[src/hdl/assert_macros.svh]
// Assertion helpers shared by the RTL files.
// Each expects signals named clk and rst_n in the scope of use.
`ifndef ASSERT_MACROS_SVH
`define ASSERT_MACROS_SVH

// Condition must hold in the same cycle as the trigger.
`define CHECK_SAME(label, trig, cond, msg) \
    label: assert property (@(posedge clk) disable iff (!rst_n) (trig) |-> (cond)) \
        else $error(msg);

// Condition must hold in the cycle after the trigger.
`define CHECK_NEXT(label, trig, cond, msg) \
    label: assert property (@(posedge clk) disable iff (!rst_n) (trig) |=> (cond)) \
        else $error(msg);

`endif

[src/hdl/wrs_pkg.sv]
package wrs_pkg;

    localparam int ID_W     = 32;
    localparam int WEIGHT_W = 16;
    localparam int RND_W    = 32;
    localparam int COUNT_W  = 4;

    localparam logic [1:0] CMD_ADD    = 2'd0;
    localparam logic [1:0] CMD_REMOVE = 2'd1;
    localparam logic [1:0] CMD_SET    = 2'd2;
    localparam logic [1:0] CMD_SELECT = 2'd3;

    localparam logic [1:0] STAT_OK       = 2'd0;
    localparam logic [1:0] STAT_REFUSED  = 2'd1;
    localparam logic [1:0] STAT_NODATA   = 2'd2;
    localparam logic [1:0] STAT_HOSTDOWN = 2'd3;

    typedef struct packed {
        logic [1:0]          command;
        logic [ID_W-1:0]     server_id;
        logic [WEIGHT_W-1:0] weight;
        logic                healthy;
        logic [ID_W-1:0]     excl_id_a;
        logic                excl_valid_a;
        logic [ID_W-1:0]     excl_id_b;
        logic                excl_valid_b;
        logic [RND_W-1:0]    random_value;
    } wrs_req_t;

    typedef struct packed {
        logic [1:0]         status;
        logic [ID_W-1:0]    selected_id;
        logic [COUNT_W-1:0] server_count;
    } wrs_rsp_t;

    typedef struct packed {
        logic [ID_W-1:0]     server_id;
        logic [WEIGHT_W-1:0] weight;
        logic                healthy;
    } wrs_slot_t;

endpackage

[src/hdl/wrs_stream_if.sv]
interface wrs_stream_if #(parameter type payload_t = logic);
    logic     valid;
    logic     ready;
    payload_t payload;

    modport source (output valid, output payload, input ready);
    modport sink (input valid, input payload, output ready);
endinterface

[src/hdl/wrs_table.sv]
module wrs_table #(
    parameter int DEPTH = 8,
    parameter int AW    = 3
) (
    input  logic              clk,
    input  logic              we,
    input  logic [AW-1:0]     waddr,
    input  wrs_pkg::wrs_slot_t wdata,
    input  logic [AW-1:0]     raddr,
    output wrs_pkg::wrs_slot_t rdata
);
    import wrs_pkg::*;

    wrs_slot_t mem [DEPTH];

    always_ff @(posedge clk)
    begin
        if (we)
        begin
            mem[waddr] <= wdata;
        end
        rdata <= mem[raddr];
    end

endmodule

[src/hdl/wrs_mod.sv]
`include "assert_macros.svh"

module wrs_mod #(
    parameter int TW = 19
) (
    input  logic                      clk,
    input  logic                      rst_n,
    input  logic                      start,
    input  logic [wrs_pkg::RND_W-1:0] dividend,
    input  logic [TW-1:0]             divisor,
    output logic                      busy,
    output logic                      done,
    output logic [TW-1:0]             rem
);
    import wrs_pkg::*;

    localparam int CNTW = $clog2(RND_W + 1);
    localparam logic [CNTW-1:0] STEPS    = CNTW'(RND_W);
    localparam logic [CNTW-1:0] LAST_CNT = CNTW'(1);

    logic [CNTW-1:0]  cnt_reg;
    logic             done_reg;
    logic [RND_W-1:0] dq_reg;
    logic [TW-1:0]    d_reg;
    logic [TW-1:0]    rem_reg;
    logic [TW:0]      rem_sh;
    logic [TW:0]      rem_sub;

    // one restoring step: shift in the next dividend bit, subtract if it fits
    assign rem_sh  = {rem_reg, dq_reg[RND_W-1]};
    assign rem_sub = rem_sh - {1'b0, d_reg};

    always_ff @(posedge clk or negedge rst_n)
    begin
        if (!rst_n)
        begin
            cnt_reg  <= '0;
            done_reg <= 1'b0;
        end
        else
        begin
            done_reg <= (cnt_reg == LAST_CNT);
            if (start)
            begin
                cnt_reg <= STEPS;
            end
            else if (busy)
            begin
                cnt_reg <= cnt_reg - LAST_CNT;
            end
        end
    end

    always_ff @(posedge clk)
    begin
        if (start)
        begin
            dq_reg  <= dividend;
            d_reg   <= divisor;
            rem_reg <= '0;
        end
        else if (busy)
        begin
            dq_reg <= {dq_reg[RND_W-2:0], 1'b0};
            if (rem_sh >= {1'b0, d_reg})
            begin
                rem_reg <= rem_sub[TW-1:0];
            end
            else
            begin
                rem_reg <= rem_sh[TW-1:0];
            end
        end
    end

    assign busy = (cnt_reg != '0);
    assign done = done_reg;
    assign rem  = rem_reg;

    `CHECK_SAME(a_start_idle, start, !busy, "wrs_mod: start while busy")
    `CHECK_NEXT(a_start_busy, start, busy, "wrs_mod: start did not launch")
    `CHECK_SAME(a_rem_range, done, (d_reg == '0) || (rem_reg < d_reg), "wrs_mod: bad remainder")

endmodule

[src/hdl/weighted_random_server_select.sv]
// Sequence from accept to rsp.valid: add and set run a find scan, remove a find scan
// and a read of the last entry, select up to two scans, a serial remainder step and
// a pick scan. The one-read-port slot memory and the serial remainder keep one item
// in flight; the next is taken once the result is in the output register, which
// waits while rsp is stalled. rst_n clears count and control.
`include "assert_macros.svh"

module weighted_random_server_select #(
    parameter int MAX_SERVERS = 8
) (
    input  logic         clk,
    input  logic         rst_n,
    wrs_stream_if.sink   req,
    wrs_stream_if.source rsp
);
    import wrs_pkg::*;

    localparam int CW = $clog2(MAX_SERVERS + 1);
    localparam int IW = $clog2(MAX_SERVERS);
    localparam int TW = WEIGHT_W + IW;
    localparam logic [CW-1:0] CNT_MAX = CW'(MAX_SERVERS);
    localparam logic [CW-1:0] CNT_ONE = CW'(1);

    // sequencer states
    localparam logic [2:0] S_IDLE      = 3'd0;
    localparam logic [2:0] S_FIND      = 3'd1;
    localparam logic [2:0] S_LAST_RD   = 3'd2;
    localparam logic [2:0] S_LAST_WAIT = 3'd3;
    localparam logic [2:0] S_SCAN      = 3'd4;
    localparam logic [2:0] S_MOD       = 3'd5;
    localparam logic [2:0] S_PICK      = 3'd6;
    localparam logic [2:0] S_FINISH    = 3'd7;

    logic [2:0]      state_reg, state_next;
    logic [CW-1:0]   idx_reg, idx_next;        // next slot to read
    logic            pv_reg, pv_next;          // read data arrives this cycle
    logic [IW-1:0]   pidx_reg, pidx_next;      // slot of that read data
    logic            pass_reg, pass_next;      // set: exclusion ignored
    logic [TW-1:0]   total_reg, total_next;    // running (cumulative) weight
    logic [1:0]      ncand_reg, ncand_next;    // candidates, saturating at two
    logic [ID_W-1:0] first_id_reg, first_id_next;
    logic [TW-1:0]   r_reg, r_next;
    logic [IW-1:0]   k_reg, k_next;            // slot found by the search
    logic [CW-1:0]   count_reg, count_next;
    logic [1:0]      status_reg, status_next;
    logic [ID_W-1:0] sel_id_reg, sel_id_next;
    logic            out_valid_reg, out_valid_next;
    logic            out_load;

    wrs_req_t  req_reg;
    wrs_rsp_t  rsp_reg;

    logic            accept;
    logic            scanning;
    logic            issue;
    logic            scan_end;
    logic            hit;
    logic            excl;
    logic            qualify;
    logic [TW-1:0]   cum;
    logic [CW-1:0]   last_cnt;
    logic [CW+3:0]   count_ext;

    logic            we;
    logic [IW-1:0]   waddr;
    logic [IW-1:0]   raddr;
    wrs_slot_t       wdata;
    wrs_slot_t       rdata;

    logic            mod_start;
    logic            mod_busy;
    logic            mod_done;
    logic [TW-1:0]   mod_rem;

    wrs_table #(
        .DEPTH (MAX_SERVERS),
        .AW    (IW)
    ) u_table (
        .clk   (clk),
        .we    (we),
        .waddr (waddr),
        .wdata (wdata),
        .raddr (raddr),
        .rdata (rdata)
    );

    wrs_mod #(
        .TW (TW)
    ) u_mod (
        .clk      (clk),
        .rst_n    (rst_n),
        .start    (mod_start),
        .dividend (req_reg.random_value),
        .divisor  (total_reg),
        .busy     (mod_busy),
        .done     (mod_done),
        .rem      (mod_rem)
    );

    assign accept   = req.valid && req.ready;
    assign scanning = state_reg inside {S_FIND, S_SCAN, S_PICK};
    // read one slot a cycle while below the entry count
    assign issue    = scanning && (idx_reg < count_reg);
    assign scan_end = scanning && !issue && !pv_reg;
    assign last_cnt = count_reg - CNT_ONE;
    assign raddr    = (state_reg == S_LAST_RD) ? last_cnt[IW-1:0] : idx_reg[IW-1:0];

    assign hit     = (rdata.server_id == req_reg.server_id);
    assign excl    = (req_reg.excl_valid_a && (rdata.server_id == req_reg.excl_id_a)) ||
                     (req_reg.excl_valid_b && (rdata.server_id == req_reg.excl_id_b));
    assign qualify = rdata.healthy && (pass_reg || !excl);
    assign cum     = total_reg + TW'(rdata.weight);

    always_comb
    begin
        state_next     = state_reg;
        idx_next       = idx_reg + CW'(issue);
        pv_next        = issue;
        pidx_next      = idx_reg[IW-1:0];
        pass_next      = pass_reg;
        total_next     = total_reg;
        ncand_next     = ncand_reg;
        first_id_next  = first_id_reg;
        r_next         = r_reg;
        k_next         = k_reg;
        count_next     = count_reg;
        status_next    = status_reg;
        sel_id_next    = sel_id_reg;
        out_valid_next = out_valid_reg && !rsp.ready;
        out_load       = 1'b0;
        mod_start      = 1'b0;
        we             = 1'b0;
        waddr          = pidx_reg;
        wdata          = '{server_id: req_reg.server_id,
                           weight:    req_reg.weight,
                           healthy:   req_reg.healthy};

        case (state_reg)
            S_IDLE:
            begin
                if (accept)
                begin
                    idx_next    = '0;
                    pv_next     = 1'b0;
                    pass_next   = 1'b0;
                    total_next  = '0;
                    ncand_next  = '0;
                    sel_id_next = '0;
                    status_next = STAT_OK;
                    case (req.payload.command)
                        CMD_ADD:
                        begin
                            if (count_reg == CNT_MAX)
                            begin
                                status_next = STAT_REFUSED;
                                state_next  = S_FINISH;
                            end
                            else
                            begin
                                state_next = S_FIND;
                            end
                        end
                        CMD_REMOVE, CMD_SET:
                        begin
                            state_next = S_FIND;
                        end
                        default:
                        begin
                            if (count_reg == '0)
                            begin
                                status_next = STAT_NODATA;
                                state_next  = S_FINISH;
                            end
                            else
                            begin
                                state_next = S_SCAN;
                            end
                        end
                    endcase
                end
            end

            S_FIND:
            begin
                if (pv_reg && hit)
                begin
                    pv_next = 1'b0;
                    k_next  = pidx_reg;
                    case (req_reg.command)
                        CMD_ADD:
                        begin
                            status_next = STAT_REFUSED;
                            state_next  = S_FINISH;
                        end
                        CMD_REMOVE:
                        begin
                            state_next = S_LAST_RD;
                        end
                        default:
                        begin
                            // set: rewrite the slot with new weight and health
                            we         = 1'b1;
                            waddr      = pidx_reg;
                            state_next = S_FINISH;
                        end
                    endcase
                end
                else if (scan_end)
                begin
                    if (req_reg.command == CMD_ADD)
                    begin
                        we         = 1'b1;
                        waddr      = count_reg[IW-1:0];
                        count_next = count_reg + CNT_ONE;
                    end
                    else
                    begin
                        status_next = STAT_REFUSED;
                    end
                    state_next = S_FINISH;
                end
            end

            S_LAST_RD:
            begin
                state_next = S_LAST_WAIT;
            end

            S_LAST_WAIT:
            begin
                // move the last entry into the freed slot
                we         = 1'b1;
                waddr      = k_reg;
                wdata      = rdata;
                count_next = last_cnt;
                state_next = S_FINISH;
            end

            S_SCAN:
            begin
                if (pv_reg && qualify)
                begin
                    total_next = cum;
                    if (ncand_reg != 2'd2)
                    begin
                        ncand_next = ncand_reg + 2'd1;
                    end
                    if (ncand_reg == 2'd0)
                    begin
                        first_id_next = rdata.server_id;
                    end
                end
                if (scan_end)
                begin
                    if ((ncand_reg == 2'd0) && !pass_reg)
                    begin
                        pass_next = 1'b1;
                        idx_next  = '0;
                    end
                    else if (ncand_reg == 2'd0)
                    begin
                        status_next = STAT_HOSTDOWN;
                        state_next  = S_FINISH;
                    end
                    else if (ncand_reg == 2'd1)
                    begin
                        sel_id_next = first_id_reg;
                        state_next  = S_FINISH;
                    end
                    else if (total_reg == '0)
                    begin
                        r_next     = '0;
                        total_next = '0;
                        idx_next   = '0;
                        state_next = S_PICK;
                    end
                    else
                    begin
                        mod_start  = 1'b1;
                        state_next = S_MOD;
                    end
                end
            end

            S_MOD:
            begin
                if (mod_done)
                begin
                    r_next     = mod_rem;
                    total_next = '0;
                    idx_next   = '0;
                    state_next = S_PICK;
                end
            end

            S_PICK:
            begin
                if (pv_reg && qualify)
                begin
                    total_next = cum;
                    if (cum > r_reg)
                    begin
                        sel_id_next = rdata.server_id;
                        pv_next     = 1'b0;
                        state_next  = S_FINISH;
                    end
                end
                else if (scan_end)
                begin
                    // only when every candidate weighs nothing
                    status_next = STAT_HOSTDOWN;
                    state_next  = S_FINISH;
                end
            end

            S_FINISH:
            begin
                // hold until the output register is free
                if (!out_valid_reg || rsp.ready)
                begin
                    out_load       = 1'b1;
                    out_valid_next = 1'b1;
                    state_next     = S_IDLE;
                end
            end

            default:
            begin
                state_next = S_IDLE;
            end
        endcase
    end

    always_ff @(posedge clk or negedge rst_n)
    begin
        if (!rst_n)
        begin
            state_reg     <= S_IDLE;
            idx_reg       <= '0;
            pv_reg        <= 1'b0;
            pass_reg      <= 1'b0;
            ncand_reg     <= '0;
            count_reg     <= '0;
            status_reg    <= STAT_OK;
            out_valid_reg <= 1'b0;
        end
        else
        begin
            state_reg     <= state_next;
            idx_reg       <= idx_next;
            pv_reg        <= pv_next;
            pass_reg      <= pass_next;
            ncand_reg     <= ncand_next;
            count_reg     <= count_next;
            status_reg    <= status_next;
            out_valid_reg <= out_valid_next;
        end
    end

    // datapath registers carry no reset
    always_ff @(posedge clk)
    begin
        pidx_reg     <= pidx_next;
        total_reg    <= total_next;
        first_id_reg <= first_id_next;
        r_reg        <= r_next;
        k_reg        <= k_next;
        sel_id_reg   <= sel_id_next;
        if (accept)
        begin
            req_reg <= req.payload;
        end
        if (out_load)
        begin
            rsp_reg.status       <= status_reg;
            rsp_reg.selected_id  <= sel_id_reg;
            rsp_reg.server_count <= count_ext[COUNT_W-1:0];
        end
    end

    // the result field carries the low four bits of the count
    assign count_ext = {4'b0000, count_reg};

    assign req.ready   = (state_reg == S_IDLE);
    assign rsp.valid   = out_valid_reg;
    assign rsp.payload = rsp_reg;

    `CHECK_SAME(a_count_max, 1'b1, count_reg <= CNT_MAX, "count beyond table size")
    `CHECK_SAME(a_read_live, pv_reg, CW'(pidx_reg) < count_reg, "read of a dead slot")
    `CHECK_SAME(a_mod_run, state_reg == S_MOD, mod_busy || mod_done, "remainder unit idle")
    `CHECK_SAME(a_mod_div, mod_start, total_reg != '0, "remainder by zero weight")

endmodule

[src/flat_wrapper.sv]
// flat-port wrapper written by rule: the top's interface ports become plain ports
module weighted_random_server_select_flat import wrs_pkg::*;
#(
    parameter int MAX_SERVERS = 8
)
  (clk, rst_n, req_valid, req_payload, req_ready, rsp_valid, rsp_payload, rsp_ready);
  wrs_stream_if #(.payload_t(wrs_req_t)) req_i ();
  wrs_stream_if #(.payload_t(wrs_rsp_t)) rsp_i ();
  input  logic clk;
  input  logic rst_n;
  input wire logic [$bits(req_i.valid)-1:0] req_valid;
  input wire logic [$bits(req_i.payload)-1:0] req_payload;
  output wire logic [$bits(req_i.ready)-1:0] req_ready;
  output wire logic [$bits(rsp_i.valid)-1:0] rsp_valid;
  output wire logic [$bits(rsp_i.payload)-1:0] rsp_payload;
  input wire logic [$bits(rsp_i.ready)-1:0] rsp_ready;
  assign req_i.valid = req_valid;
  assign req_i.payload = req_payload;
  assign req_ready = req_i.ready;
  assign rsp_valid = rsp_i.valid;
  assign rsp_payload = rsp_i.payload;
  assign rsp_i.ready = rsp_ready;
  weighted_random_server_select #(.MAX_SERVERS(MAX_SERVERS)) u_core (.clk(clk), .rst_n(rst_n), .req(req_i), .rsp(rsp_i));
endmodule
[config.mk]
export PLATFORM = sky130hd
export DESIGN_NAME = weighted_random_server_select_flat
export DESIGN_NICKNAME = d
export VERILOG_FILES = /design/src/hdl/wrs_pkg.sv /design/src/hdl/wrs_stream_if.sv /design/src/hdl/wrs_table.sv /design/src/hdl/wrs_mod.sv /design/src/hdl/weighted_random_server_select.sv /design/src/flat_wrapper.sv
export VERILOG_INCLUDE_DIRS = /design/src /design/src/hdl
export SDC_FILE = /design/constraint.sdc
export NUM_CORES = 1
export LEC_CHECK = 0
export ABC_AREA = 0
export BUFFER_PORTS_ARGS = -buffer_cell sky130_fd_sc_hd__buf_2
export CORE_MARGIN = 5
export CORE_UTILIZATION = 49
export DETAILED_ROUTE_END_ITERATION = 8
export GPL_TIMING_DRIVEN = 0
export PLACE_DENSITY = 0.73
export RECOVER_POWER = 50
export SLEW_MARGIN = 25
export SYNTH_ARGS = -nofsm -noshare
export SYNTH_HDL_FRONTEND = slang
export SYNTH_SLANG_ARGS = --single-unit
export TNS_END_PERCENT = 20
[constraint.sdc]
create_clock -name clk -period 9.95 [get_ports clk]
set_input_delay 0 -clock clk [delete_from_list [all_inputs] [get_ports clk]]
set_output_delay 0 -clock clk [all_outputs]
set_load 0.005 [all_outputs]
* Word level (Yosys, flattened, before mapping) *
Memory sizes are Yosys's and may differ from the RTL's. A register that Yosys moved wholly into a read port is not among the register bits.
Cells that the tools add are included.

operators by class
  add/sub/neg operators = 7
  multiply operators = 0
  divide/modulo/power cells = 0
  order comparisons = 3
  equality and inequality tests = 41
  shift operators = 0
  multiplexer cells = 108
  bitwise gates (word level) = 0
  reductions and logical operators = 47

operators with widths
  operator              number
  $mux W32              9
  $mux W19              15
  $eq A32 B32 Y1        3
  $pmux W32 S3          1
  $pmux W19 S4          1
  $mux W3               17
  $mux W49              1
  $mux W4               10
  $pmux W19 S2          1
  $ne A2 B2 Y1 const B  17
  $mux W2               16
  $mux W1               24
  $pmux W3 S8           1
  $ge A20 B19 Y1        1
  $add A19 B16 Y19      1
  $gt A19 B19 Y1        1
  $logic_not A19 Y1     1
  $sub A19 B19 Y19      1
  $eq A3 B3 Y1 const B  4
  $mux W6               2
  $pmux W3 S2           2
  $pmux W4 S3           1
  $reduce_and A4 Y1     3
  $logic_and A1 B1 Y1   11
  other kinds (36)      62

storage, ports and cells
  register bits = 390
  latch bits = 0
  memory bits (writable) = 392
  bits in read-only memories = 0
  output and inout port bits = 40
  logic and storage cells = 238
  memories = 1

memories
  memory              depth  bits a word  rd ports  clocked after Yosys merged registers in  wr ports  RTL line         text
  u_core.u_table.mem  8      49           1         1                                        1         wrs_table.sv:14  wrs_slot_t mem [DEPTH];

* Logic depth before layout (Yosys ltp) *
  depth in word-level cells = 14
  depth in mapped cells = 17

* By module *
From an unflattened synthesis, not the netlist that was laid out.

second synthesis, totals
  cell total of the unflattened synthesis = 1994
  area total of the unflattened synthesis = 34130.2 um2

modules (own cells, without submodules)
  module                         times used  cells an instance  area an instance (um2)
  wrs_table                      1           628                15742.6
  weighted_random_server_select  1           964                14054.7
  wrs_mod                        1           402                4332.9

* Worst setup path after synthesis *
Ideal clock, no wire load.

  path type = reg2reg
  start point = reg u_core.state_reg[0]
  end point = reg u_core.ncand_reg[1]
  library setup time = 0.069 ns
  data arrival time = 5.205 ns
  data required time = 9.881 ns
  setup slack = 4.677 ns
  stages on the path, launching flop included = 6
  buffers on the path = 0
  period minus slack after synthesis = 5.273 ns
  cell sequence = dfrtp_1 -> nor3_1 -> and2_1 -> nor2_1 -> or3_1 -> nand3_1

on the way
  longest elaborated chain between the ends = 4

RTL lines
  item                                RTL line                              text
  start: declaration                  weighted_random_server_select.sv:34   logic [2:0] state_reg, state_next;
  start signal: assignment            weighted_random_server_select.sv:349  state_reg <= state_next;
  $logic_not A3 Y1                    weighted_random_server_select.sv:384  assign req.ready = (state_reg == S_IDLE);
  named net req_ready                 flat_wrapper.sv:13                    output wire logic [$bits(req_i.ready)-1:0] req_ready;
  $logic_and A1 B1 Y1                 weighted_random_server_select.sv:100  assign accept = req.valid && req.ready;
  named net u_core.accept             weighted_random_server_select.sv:53   logic accept;
  $ne A2 B2 Y1 (no source line)       n/a
  $reduce_and A4 Y1 (no source line)  n/a
  end signal: assignment              weighted_random_server_select.sv:353  ncand_reg <= ncand_next;
  end: declaration                    weighted_random_server_select.sv:40   logic [1:0] ncand_reg, ncand_next;

The timed path passes the listed nets, and every way through them passes these cells.
A chain may end at the register's enable or synchronous reset.

* Worst setup path in the final report *
  start point = reg u_core.state_reg[0]
  end point = reg u_core.req_reg[79] (netlist bit) (enable)

on the way
  longest elaborated chain between the ends = 2

RTL lines
  item                     RTL line                              text
  $logic_not A3 Y1         weighted_random_server_select.sv:384
  $logic_and A1 B1 Y1      weighted_random_server_select.sv:100
  named net u_core.accept  weighted_random_server_select.sv:53
  end signal: assignment   weighted_random_server_select.sv:371  req_reg <= req.payload;
  end: declaration         weighted_random_server_select.sv:50   wrs_req_t req_reg;

The timed path passes the listed nets, and every way through them passes these cells.

==> flow_metrics.py <==
metrics = {
    "outcome": {
        "status": "finished with violations",
        "violations": "capacitance limit, slew limit",
    },
    "sta": {
        "period_minus_slack_ns": 5.79,
        "finClkSkew_ns": 0.0387,
        "drv_slew": 115,
        "fin_tns_setup_ns": 0,
        "fin_ws_ns": 4.16,
        "hold_violations": 0,
        "post-route-period-util": 0.581,
        "setup_viol": 0,
        "rsz0062_at_grt": "no",
        "tightestPinTransition_ns": 2.59,
        "max_slew_margin": -0.729,
        "max_clock_freq_ghz": 0.173,
    },
    "cts": {
        "numCtsBuffers": 81,
        "cts_tree": "done",
        "cts_root_buffer": "clkbuf_16",
        "cts_setup_buffers": 0,
        "cts.sinks": 831,
        "cts_htree_levels": 3,
        "clockBufferDepth": 3,
        "clk_pin_slew_ns": 0.07,
        "insertion_delay_ns": 0.66,
    },
    "die": {
        "die_x_microns": 276,
        "die_area_sq_um": 76300,
        "io_pins": 193,
        "num_rows": 97,
        "initial_utilization": 0.495,
        "die_height_microns": 276,
        "fp.coreArea_sq_um": 70100,
    },
    "grt": {
        "grt_pass1_wl_mm": 147,
        "grt_pass1_vias": 24300,
        "grt_usage": 0.248,
        "grt_antenna_before_repair": 3,
        "grt_max_degree": 47,
        "grt_overflow": 0,
    },
    "synthesis": {
        "avgSynthCellArea_sq_um": 12.3,
        "synth_top_cell_area_share": 0.635,
        "yosys.area.top_type": "edfxtp_1",
        "synth_flop_cell": "edfxtp_1",
        "yosys-top-cells-area": "edfxtp_1 (64%), nand2_1 (8.0%), dfxtp_1 (4.1%)",
        "yosysWarningCount": 0,
        "synth_nets": 3042,
        "synthCells": 2821,
        "synth_top_family_by_area": "simple AND/OR/NAND/NOR gates",
        "syn_area_sq_um": 34700,
        "synth_edf_count": 735,
        "synthAdderAreaFrac": 0.0249,
        "yosysSeqAreaShare": 0.694,
        "ys_seq_elements": 831,
        "synthTopCellsByCount": "nand2_1 (745), edfxtp_1 (735), nand3_1 (277), o21ai_0 (92), xnor2_1 (90)",
        "ys_types": 80,
        "synth_simple_gate_area_share": 0.157,
        "synth_compound_area_frac": 0.0523,
        "post-synth-top-count-cell": "nand2_1",
        "yosys.area_share.xor_xnor": 0.0343,
        "synthArstFlopShare": 0.0301,
        "synthMuxAreaShare": 0.0102,
    },
    "pwr": {
        "power_density_nw_per_um2": 334,
        "p_seq_frac": 0.376,
        "p_sw_mw": 5.46,
        "irDropWorstVdd_uv": 201,
        "pwr-share-comb": 0.396,
        "intPower_mw": 8.45,
        "switching_share": 0.392,
        "p_leak_nw": 15.8,
        "power.share.clock": 0.228,
    },
    "placement": {
        "dp_hpwl_mm": 63.7,
        "gp_congestion": 0.903,
        "pre_cts_slack_ns": 5.04,
        "port_buffers": 192,
    },
    "layout": {
        "syn_to_final_growth_pct": 20.0,
        "largest_reg_flops": 392,
        "fill_cells": 5421,
        "drive_gt1_frac": 0.108,
        "multiInputGateArea_sq_um": 9730,
        "seqCellArea_sq_um": 24100,
        "final_nets": 3507,
    },
    "route": {
        "via_per_inst": 5.72,
        "wirelength_mm": 97.7,
        "drtPass1Iterations": 6,
        "post_drt_wl_per_cell_microns": 22.7,
        "via_count": 24600,
        "drc": 0,
        "detail_route.iter0.violations": 3194,
        "drtAntennaViolNets": 0,
    },
    "worst_setup_path": {
        "start_kind": "register",
        "crit_arrival_ns": 6.13,
        "cp_max_fo": 46,
        "reg2reg_depth": 5,
        "critPathLaunch": "u_core.state_reg[0]",
        "worst_ep_required_time_ns": 10.29,
        "crit_type": "reg -> reg",
        "r2r_start": "u_core.state_reg[0]",
        "end_kind": "register",
    },
    "flow_run": {
        "cap_violations": 5,
    },
    "hold_path": {
        "hold_path_depth": 2,
        "hp-start": "req_payload[73]",
        "hold_class": "in -> reg",
    },
}
power groups by stage:
| stage | combinational, mW | sequential, mW | clock [mW] |
|---|---|---|---|
| floorplan | 3.55 | 5.16 | 0 |
| global placement | 5.12 | 5.31 | 0 |
| detailed placement | 5.36 | 5.27 | 0 |
| CTS | 5.47 | 5.21 | 3.17 |
| global route | 6.00 | 5.29 | 3.34 |
| finish | 5.50 | 5.24 | 3.17 |
cells by family (layout without fill, tap and decap cells):
| kind of cell | count (synthesis) | after routing |
|---|---|---|
| flops | 831 | 831 |
| xor+xnor | 136 | 136 |
| compound gates | 279 | 279 |
| other cells | 0 | 2 |
| mux | 35 | 35 |
| simple gates | 1252 | 1252 |
| fa+ha+maj | 68 | 68 |
| buf+inv | 220 | 754 |
through the flow:
stage	hold slack, ns	cell area (sq um)	utilization	instances	total power, mW
floorplan	-0.296	34700	-	2821	8.71
global placement	0.0429	36900	0.526	3953	10.4
detailed placement	0.0504	37600	0.537	3989	10.6
CTS	0.0241	41900	0.598	4295	13.8
global route	0.0325	41700	0.594	4297	14.6
finish	0.0549	41700	0.594	4297	13.9
per-layer routing:
metal / vias up / share of wire / GRT usage / routed length, microns
met5: - / 0 / 0 / 0
met4: 0 / 0.035 / 0.0797 / 3450
met3: 247 / 0.097 / 0.0484 / 9490
met2: 1430 / 0.48 / 0.406 / 46800
met1: 11900 / 0.39 / 0.337 / 38000
li1: 11000 / - / - / -
critical path: stages, from the launching register on:
cell and delay [ns]:
dfrtp_1 0.41, nor3_1 0.52, and2_0 1.95, clkbuf_1 1.94, buf_16 0.31, buf_12 0.27
cell usage in the layout (no fill, tap or decap), types with 6 or more instances in the layout:
| cell | count |
|---|---|
| buf_4 | 8 |
| a31oi_1 | 12 |
| nor3_1 | 24 |
| dfrtp_1 | 25 |
| edfxtp_1 | 735 |
| nand3_1 | 277 |
| o21ai_0 | 94 |
| xor2_1 | 46 |
| and2_0 | 20 |
| buf_16 | 12 |
| mux2i_1 | 31 |
| bufinv_16 | 9 |
| clkinv_2 | 16 |
| nor2b_1 | 7 |
| a211oi_1 | 8 |
| buf_1 | 15 |
| o21a_1 | 9 |
| o21ai_1 | 6 |
| nor2_4 | 6 |
| ha_1 | 66 |
| dfxtp_1 | 71 |
| clkbuf_16 | 82 |
| clkinv_1 | 10 |
| buf_2 | 156 |
| xnor2_1 | 90 |
| buf_6 | 7 |
| nor2_1 | 80 |
| nand4_1 | 21 |
| dlygate4sd3_1 | 153 |
| nand2_1 | 744 |
| clkbuf_2 | 16 |
| nor4_1 | 23 |
| clkbuf_1 | 180 |
| a22o_1 | 34 |
| inv_1 | 66 |
| a21oi_1 | 63 |
| a21o_1 | 11 |
| and3_1 | 6 |
| or3_1 | 7 |
final timing paths:
kind                                            to  slack (ns)
min in group asynchronous  u_core.u_mod.cnt_reg[0]        0.97
min reg2reg                 u_core.rsp.payload[24]        0.42
max reg2reg                     u_core.req_reg[79]        4.16
max                             u_core.req_reg[79]        4.16
min                             u_core.req_reg[73]        0.05
max in group asynchronous      u_core.count_reg[2]        8.09
timing repair:
item                      in CTS  in global routing
hold buffers                 154                  0
gates resized for setup        0                  0
hold endpoints to repair     184                  0
cell type report:
cell class                      count  share of cell area
Antenna cell                        2            0.000120
Buffer                            153              0.0159
Sequential cell                   831               0.579
Timing Repair Buffer              382              0.0719
Tap cell                          940              0.0282
Clock inverter                     45              0.0131
Multi-Input combinational cell   1770               0.233
Clock buffer                      107              0.0527
Inverter                           67             0.00603
Note: power is estimated with default switching activity, not from simulation.
